`src/design/gap_ram.sv`:
```
// Generic single-write, single-read RAM with registered read data.
module gap_ram #(
	parameter int WIDTH = 8,
	parameter int DEPTH = 16
) (
	input  logic                     clk,
	input  logic                     we,
	input  logic [$clog2(DEPTH)-1:0] waddr,
	input  logic [WIDTH-1:0]         wdata,
	input  logic [$clog2(DEPTH)-1:0] raddr,
	output logic [WIDTH-1:0]         rdata
);

	logic [WIDTH-1:0] mem_q [DEPTH];

	always_ff @(posedge clk) begin
		if (we) begin
			mem_q[waddr] <= wdata;
		end
		rdata <= mem_q[raddr];
	end

endmodule

```
`config.mk`:
```
export PLATFORM = sky130hd
export DESIGN_NAME = gap_ram
export DESIGN_NICKNAME = d
export VERILOG_FILES = /design/src/design/gap_ram.sv
export SDC_FILE = /design/constraint.sdc
export NUM_CORES = 1
export LEC_CHECK = 0
export BUFFER_PORTS_ARGS = -buffer_cell sky130_fd_sc_hd__buf_2
export CORE_UTILIZATION = 65
export DETAILED_ROUTE_END_ITERATION = 6
export PLACE_DENSITY = 0.89
export SLEW_MARGIN = 20
export SYNTH_ARGS = -nofsm -noshare
export SYNTH_HDL_FRONTEND = slang
export SYNTH_SLANG_ARGS = --single-unit
```
`constraint.sdc`:
```
create_clock -name clk -period 2.8 [get_ports clk]
set_input_delay 0.56 -clock clk [delete_from_list [all_inputs] [get_ports clk]]
set_output_delay 0.56 -clock clk [all_outputs]
set_load 0.02 [all_outputs]
```
==> results of run 1 <==
==> worst register-to-register path, delay by kind of cell, from the launching register on <==
| kind | cells | cell delay [ns] |
|---|---|---|
| muxes | 1 | 0.60 |
| AOI/OAI and AO/OA | 1 | 0.29 |
| DFF | 1 | 0.42 |
| and+or+nand+nor | 1 | 0.08 |
==> metal layers <==
layer | up-vias | wire (µm) | global-route usage, %
met5 | - | 0 | 0
met3 | 27 | 965 | 6.449
met1 | 1311 | 4133 | 39.76
li1 | 1071 | - | -
met2 | 179 | 5362 | 45.58
met4 | 0 | 296 | 12.57
==> logic make-up after synthesis <==
| kind of cell | count (synthesis) | share of synthesized area [%] |
|---|---|---|
| multiplexers | 32 | 15.02 |
| flip-flops | 136 | 77.78 |
| buffers and inverters | 10 | 1.677 |
| AO/OA/AOI/OAI | 16 | 2.334 |
| AND/OR/NAND/NOR | 35 | 3.184 |
==> cell usage after synthesis (all sizes together) <==
cell type | count | area [µm²]
and2 | 1 | 6.260
buf | 7 | 56.30
nor2 | 13 | 48.80
clkdlybuf4s25 | 3 | 30.03
nand2b | 2 | 12.51
or3b | 1 | 8.760
edfxtp | 128 | 3844
and2b | 1 | 7.510
mux4 | 32 | 773.2
nand3b | 2 | 15.01
nand2 | 9 | 33.78
nor3 | 4 | 20.02
a22oi | 16 | 120.1
dfxtp | 8 | 160.2
nor2b | 1 | 6.260
nand3 | 1 | 5.000
==> cell type report <==
type	instances	share of cell area, %
Sequential cell	136	66.50
Clock buffer	21	7.294
Tap cell	102	2.120
Timing Repair Buffer	41	4.073
Multi-Input combinational cell	83	17.56
Clock inverter	11	2.452
==> power by group <==
group / switching [mW] / leakage (nW) / total [mW] / internal, mW
Sequential: 0.0162 / 1.22 / 2.29 / 2.28
Combinational: 0.136 / 0.555 / 0.223 / 0.0872
Clock: 0.805 / 0.286 / 2.19 / 1.38
Total: 0.957 / 2.06 / 4.70 / 3.75
==> metrics by stage <==
step	setup slack [ns]	hold slack [ns]
2_1_floorplan	0.7471	0.6293
3_3_place_gp	0.5999	0.6488
3_5_place_dp	0.5128	0.6577
4_1_cts	1.009	0.4118
5_1_grt	0.9451	0.4113
6_report	1.013	0.4187
==> state kept, by name (all words and copies together) (netlist names) <==
signal / flops
mem_q: 128
rdata: 8
==> path summary, 6_finish.rpt <==
check,to,cells past startpoint,start,slack [ns]
worst max-delay path,rdata[5],5,raddr[0],1.01
worst min-delay path,mem_q[8][7],1,wdata[7],0.42
worst max register to register,rdata[3],3,mem_q[1][3],1.29
worst min register to register,rdata[7],3,mem_q[14][7],0.67
==> flow_summary.toml, run 1 <==
[status]
status = "complete, no violations"

[sta]
rsz0062_at_grt = "no"
drv_slew = 0
relSlewSlack_pct = 47.78
worst_pin_slew_ns = 0.7804
finalSetupViolations = 0
fmax_ghz = 0.5597
post-route-min-period_ns = 1.787
fin_skew_ns = 0.01566
setup_tns_ns = 0
period_share_pct = 63.81
hold_viol_final = 0

[grt]
grt_pass1_vias = 2650
grt_pass1_wl_um = 16150
grt_use_total_pct = 28.89
grt_max_degree = 20
antenna_found_initial = 0
grt_overflow = 0

[route]
wl_um = 10760
num_vias = 2588
avgViaCountPerCell = 6.569
drt_iter0_drc = 285
routedWlPerCell_um = 27.31
drc = 0
antenna_left = 0
dr.pass1.iters = 5

[clock_tree]
worstSkewPairLatency_ns = 0.52
cts-resized-gates = 0
postCtsSetupBuffers = 0
cts_tree = "yes"
numCtsBuffers = 17
cts.path.max_buffers = 2
ctsRootBufferMaster = "clkbuf_8"
ctsHoldBuffers = 0
cts_max_level = 4
clk_pin_slew_ns = 0.06
cts.sinks = 136

[yosys]
ys_warn_count = 0
synth_nets = 247
yosysSeqAreaShare_pct = 77.78
synth_area_per_cell_um2 = 22.48
ys_ff_latch = 136
ys_types = 19
synthCells = 229
syn_area_um2 = 5147

[cells_and_area]
n_antenna_cell = 0
mostFrequentLayoutCells = "edfxtp_1, buf_2, mux4_2"
drive_above_1_share_pct = 30.48
fillers = 392
instances_no_fill = 394
multi_input_area_um2 = 1057
final_net_count = 297
regArea_um2 = 4004
synthToLayoutAreaGrowth_pct = 16.97
final_area_um2 = 6021
final_common_cell = "edfxtp_1"
final_util_pct = 78.32

[placed_design]
port_buffers = 25
dpl.hpwl_um = 6066
placed_cells_incl_taps = 362
routabilityCongestion = 0.8092
placed_area_um2 = 5434

[setup_path]
cp.required_ns = 3.20
path_cells = "buf_2, buf_4, mux4_2, a22oi_1, nand2_1"
cp_top_family = "buffers and inverters"
worstSetupStartpointType = "primary input"
cp-end-kind = "flip-flop"
critPathSlowestCell = "mux4_2"
crit_path_max_incr_delay_ns = 0.57
critPathKind = "primary input to flip-flop"
worst-path-max-fanout = 15
path_buf_inv = 2
arrival_ns = 2.19

[worst_hold_path]
hp-class = "primary input to flip-flop"

[power_and_ir_drop]
power-per-cell-area_nw_per_um2 = 781.0
total_power_mw = 4.702
ir_worst_vdd_v = 0.0004668
leakagePower_nw = 2.065

[die]
die_h_um = 90.99
initial_utilization_pct = 66.96
die_w_um = 90.99
die_area_um2 = 8279
io_pins = 26
coreArea_um2 = 7687
num_rows = 32

[job]
max_cap_violations = 0
No activity file was read; power rests on OpenSTA's default activity.
==> run 2, diff against run 1 <==
Settings changed: CORE_UTILIZATION 65 to 60, PLACE_DENSITY 0.89 to 0.83.
Clock period 2.8 ns to 1.8 ns, I/O delays scaled along.
==> run 2 against run 1 <==
Net effect: via count fell by 1.3%; first-iteration DRC count increased by 12%; die area increased by 8.1%; clock power rose by 70%; register-to-register slack got worse by 0.90 ns; flip-flop and latch count is the same; hold slack worse by 0.19 ns; final area is 2.8% higher; critical path type is now flip-flop to flip-flop.
==> flow_summary.toml, run 2 (synthesis results as in run 1) <==
[status]
status = "complete, no violations"

[clock_tree]
postCtsSetupBuffers = 0
cts.path.max_buffers = 2
worstSkewPairLatency_ns = 0.51
ctsHoldBuffers = 0
ctsRootBufferMaster = "clkbuf_8"
numCtsBuffers = 17
cts.sinks = 136
cts_max_level = 4
clk_pin_slew_ns = 0.07
cts-resized-gates = 0
cts_tree = "yes"

[worst_hold_path]
hp-class = "primary input to flip-flop"
hold_start = "wdata[7]"
worstHoldPathCells = 1
min_to = "mem_q[6][7]"

[setup_path]
rrSetupSlack_ns = 0.39
r2r_cells = 3
rr_endpoint = "rdata[2]"
arrival_ns = 1.80
cp.required_ns = 2.19
worstSetupStartpointType = "flip-flop"
cp-end-kind = "flip-flop"
worst-path-max-fanout = 1
worstReg2RegStart = "mem_q[0][2]"
critPathKind = "flip-flop to flip-flop"

[die]
coreArea_um2 = 8258
die_area_um2 = 8954
die_h_um = 94.63
initial_utilization_pct = 62.33
die_w_um = 94.63
num_rows = 33
io_pins = 26

[route]
wl_um = 9978
antenna_left = 0
routedWlPerCell_um = 24.58
drc = 0
num_vias = 2554
drt_iter0_drc = 320
avgViaCountPerCell = 6.291
dr.pass1.iters = 6

[grt]
grt_use_total_pct = 25.62
antenna_found_initial = 0
grt_max_degree = 33
grt_pass1_vias = 2685
grt_pass1_wl_um = 15430
grt_overflow = 0

[cells_and_area]
fillers = 424
final_common_cell = "edfxtp_1"
multi_input_area_um2 = 1062
synthToLayoutAreaGrowth_pct = 20.25
final_area_um2 = 6190
largest_register_ffs = 128
top_register = "mem_q"
regArea_um2 = 4004
mostFrequentLayoutCells = "edfxtp_1, buf_2, buf_4, mux4_2"
biggestRegsByFlops = "mem_q: 128 flops, rdata: 8 flops"
drive_above_1_share_pct = 33.55
final_net_count = 306
n_antenna_cell = 0

[sta]
drv_slew = 0
fin_skew_ns = 0.008865
rsz0062_at_grt = "no"
setup_tns_ns = 0
fmax_ghz = 0.7095
finalSetupViolations = 0
hold_viol_final = 0
relSlewSlack_pct = 72.41
post-route-min-period_ns = 1.409
setup_ws_ns = 0.3905
period_share_pct = 78.31
worst_pin_slew_ns = 0.4138
whs_ns = 0.2321

[placed_design]
dpl.hpwl_um = 5906
pre_cts_slack_ns = 0.02017
port_buffers = 25
routabilityCongestion = 0.8243
placed_area_um2 = 5548

[job]
max_cap_violations = 0

[power_and_ir_drop]
ir_worst_vdd_v = 0.0007386
power-per-cell-area_nw_per_um2 = 1234
leakagePower_nw = 2.152
==> run 2: cell types whose count changed in the layout (fill, tap and decap cells not counted) <==
cell       before  now
nor3_1          4    3
nor3_2          0    1
clkinv_4        3    5
clkinv_2        3    1
inv_6           1    2
buf_12          0    3
bufinv_16       3    5
clkbuf_8        2    1
clkbuf_1        3    1
buf_4          16   22
==> run 2: layout make-up <==
cell class | count | area share [%]
Clock buffer | 18 | 6.752
Clock inverter | 14 | 3.618
Multi-Input combinational cell | 83 | 17.16
Sequential cell | 136 | 64.69
Tap cell | 105 | 2.122
Timing Repair Buffer | 50 | 5.660
==> run 2: per-stage QoR <==
| stage | power (mW) | instances | util (%) |
|---|---|---|---|
| after floorplan | 3.827 | 229 | - |
| after global placement | 3.967 | 374 | 67.18 |
| after detailed placement | 3.985 | 374 | 67.18 |
| after CTS | 7.677 | 406 | 74.95 |
| after global routing | 7.834 | 406 | 74.95 |
| final | 7.638 | 406 | 74.95 |
==> run 2: how the worst max path moves through the flow <==
stage               depth (start not counted)     endpoint   startpoint  slack [ns]
floorplan                                   2  mem_q[3][0]     waddr[2]        0.17
global placement                            5     rdata[4]     raddr[0]        0.05
detailed placement                          5     rdata[1]     raddr[0]        0.02
CTS                                         1     rdata[0]     rdata[0]        0.37
global route                                3     rdata[2]  mem_q[0][2]        0.32
finish                                      3     rdata[2]  mem_q[0][2]        0.39
==> run 2: power by group <==
part           internal (mW)  switching [mW]  total, mW
Combinational          0.151           0.211      0.361
Sequential              3.54          0.0218       3.56
Clock                   2.41            1.31       3.72
Total                   6.10            1.54       7.64
==> run 2: per-layer routing <==
layer | global-route usage [%] | wire length, µm | vias up | share of wire [%]
li1 | - | - | 1099 | -
met1 | 35.70 | 4116 | 1291 | 41
met2 | 38.37 | 4901 | 142 | 49
met3 | 5.556 | 699 | 22 | 7.0
met4 | 14.02 | 260 | 0 | 2.6
met5 | 0 | 0 | - | 0
==> run 2: critical path, cell delays in order (launching register included) <==
cell and delay (ns):
edfxtp_1 0.38, mux4_1 0.51, a22oi_1 0.31, nand2_1 0.09
==> run 3, diff against run 2 <==
Clock period 1.8 ns to 1.44 ns, I/O delays scaled along.
==> run 3 against run 2 <==
Net effect: count of clock-buffer cells in the layout fell by 1; total power rose by 20%; critical path depth fell by 2; register-to-register slack got worse by 0.32 ns; die area did not move; setup slack got worse by 0.33 ns; via count fell by 1.8%.
==> flow_summary.toml, run 3 (synthesis results as in run 1) <==
[clock_tree]
worstSkewPairLatency_ns = 0.52
cts-resized-gates = 0
clk_pin_slew_ns = 0.06
ctsHoldBuffers = 0
cts.path.max_buffers = 2
cts_max_level = 4
postCtsSetupBuffers = 0
numCtsBuffers = 17
ctsRootBufferMaster = "clkbuf_8"
cts_tree = "yes"
cts.sinks = 136

[worst_hold_path]
min_to = "mem_q[15][0]"
hp-class = "primary input to flip-flop"
worstHoldPathCells = 1
hold_start = "wdata[0]"

[die]
num_rows = 33
io_pins = 26
initial_utilization_pct = 62.33
die_w_um = 94.63
coreArea_um2 = 8258
die_area_um2 = 8954
die_h_um = 94.63

[route]
drt_iter0_drc = 243
wl_um = 9898
avgViaCountPerCell = 6.100
drc = 0
dr.pass1.iters = 4
num_vias = 2507
routedWlPerCell_um = 24.08
antenna_left = 0

[cells_and_area]
top_register = "mem_q"
biggestRegsByFlops = "mem_q: 128 flops, rdata: 8 flops"
multi_input_area_um2 = 1072
drive_above_1_share_pct = 35.29
synthToLayoutAreaGrowth_pct = 20.69
regArea_um2 = 4004
instances_no_fill = 411
mostFrequentLayoutCells = "edfxtp_1, buf_2, buf_4, mux4_2"
final_common_cell = "edfxtp_1"
largest_register_ffs = 128
fillers = 441
final_net_count = 311
n_antenna_cell = 0

[sta]
relSlewSlack_pct = 49.08
setup_ws_ns = 0.05959
whs_ns = 0.1449
hold_viol_final = 0
rsz0062_at_grt = "no"
fin_skew_ns = 0.006665
drv_slew = 0
period_share_pct = 95.86
fmax_ghz = 0.7244
worst_pin_slew_ns = 0.7622
post-route-min-period_ns = 1.380
finalSetupViolations = 0

[power_and_ir_drop]
ir_worst_vdd_v = 0.0008216
leakagePower_nw = 2.155
power-per-cell-area_nw_per_um2 = 1481

[grt]
antenna_found_initial = 0
grt_overflow = 0
grt_pass1_vias = 2634
grt_max_degree = 22
grt_pass1_wl_um = 14950
grt_use_total_pct = 25.17

[setup_path]
path_cells = "buf_2"
worst-path-max-fanout = 1
path_buf_inv = 1
worstSetupStartpointType = "flip-flop"
critPathSlowestCell = "dfxtp_1"
cp_top_family = "flip-flops"
rrSetupSlack_ns = 0.07
worstReg2RegStart = "mem_q[10][5]"
r2r_cells = 3
arrival_ns = 1.09
cp-end-kind = "output port"
rr_endpoint = "rdata[5]"
critPathKind = "flip-flop to output port"
worst-path-stages = 1
crit_path_max_incr_delay_ns = 0.38
cp.required_ns = 1.15

[status]
status = "complete, no violations"

[placed_design]
port_buffers = 25
pre_cts_slack_ns = -0.2681
placed_cells_incl_taps = 379
routabilityCongestion = 0.8142
dpl.hpwl_um = 6385

[job]
max_cap_violations = 0
run 3: cell types whose count changed in the layout (fill, tap and decap cells not counted):
cell and change:
bufinv_16 -2, clkinv_4 -2, nor3_2 +2, clkbuf_1 -1
clkinvlp_4 +3, clkinv_1 +1, clkinv_2 +1, buf_12 +2
nor3_1 -2, buf_4 +3
run 3: metal layers:
metal	track usage, %	wire [µm]	vias to the layer above
met5	0	0	-
met4	11.99	189	0
met3	5.797	646	19
met2	40.95	5058	109
met1	32.38	4004	1280
li1	-	-	1099
run 3: through the flow:
step | instance area, µm² | total power [mW] | TNS, ns | util [%]
6_report | 6212 | 9.203 | 0 | 75.23
3_5_place_dp | 5620 | 5.003 | -6.263 | 68.06
5_1_grt | 6212 | 9.428 | 0 | 75.23
2_1_floorplan | 5162 | 4.785 | -3.519 | -
3_3_place_gp | 5620 | 4.974 | -4.180 | 68.06
4_1_cts | 6212 | 9.225 | 0 | 75.23
run 3: power by group:
part           total, mW  internal [mW]  leakage [nW]  switching [mW]
Combinational      0.468          0.203         0.654           0.265
Sequential          4.46           4.43          1.22          0.0292
Clock               4.28           2.64         0.278            1.64
run 3: how the worst max path moves through the flow:
stage                start          end  slack, ns
3_3_place_gp      raddr[0]     rdata[4]      -0.23
4_1_cts           rdata[7]     rdata[7]       0.04
2_1_floorplan     waddr[2]  mem_q[3][0]      -0.11
3_5_place_dp      raddr[0]     rdata[4]      -0.27
6_report          rdata[7]     rdata[7]       0.06
5_1_grt        mem_q[3][1]     rdata[1]      0.005
run 3: final cells by class:
| class | count | area share (%) |
|---|---|---|
| tap | 105 | 2.115 |
| sequential | 136 | 64.45 |
| clock buffer | 17 | 6.667 |
| multi-input combinational | 83 | 17.26 |
| timing repair buffer | 55 | 6.647 |
| clock inverter | 15 | 2.860 |
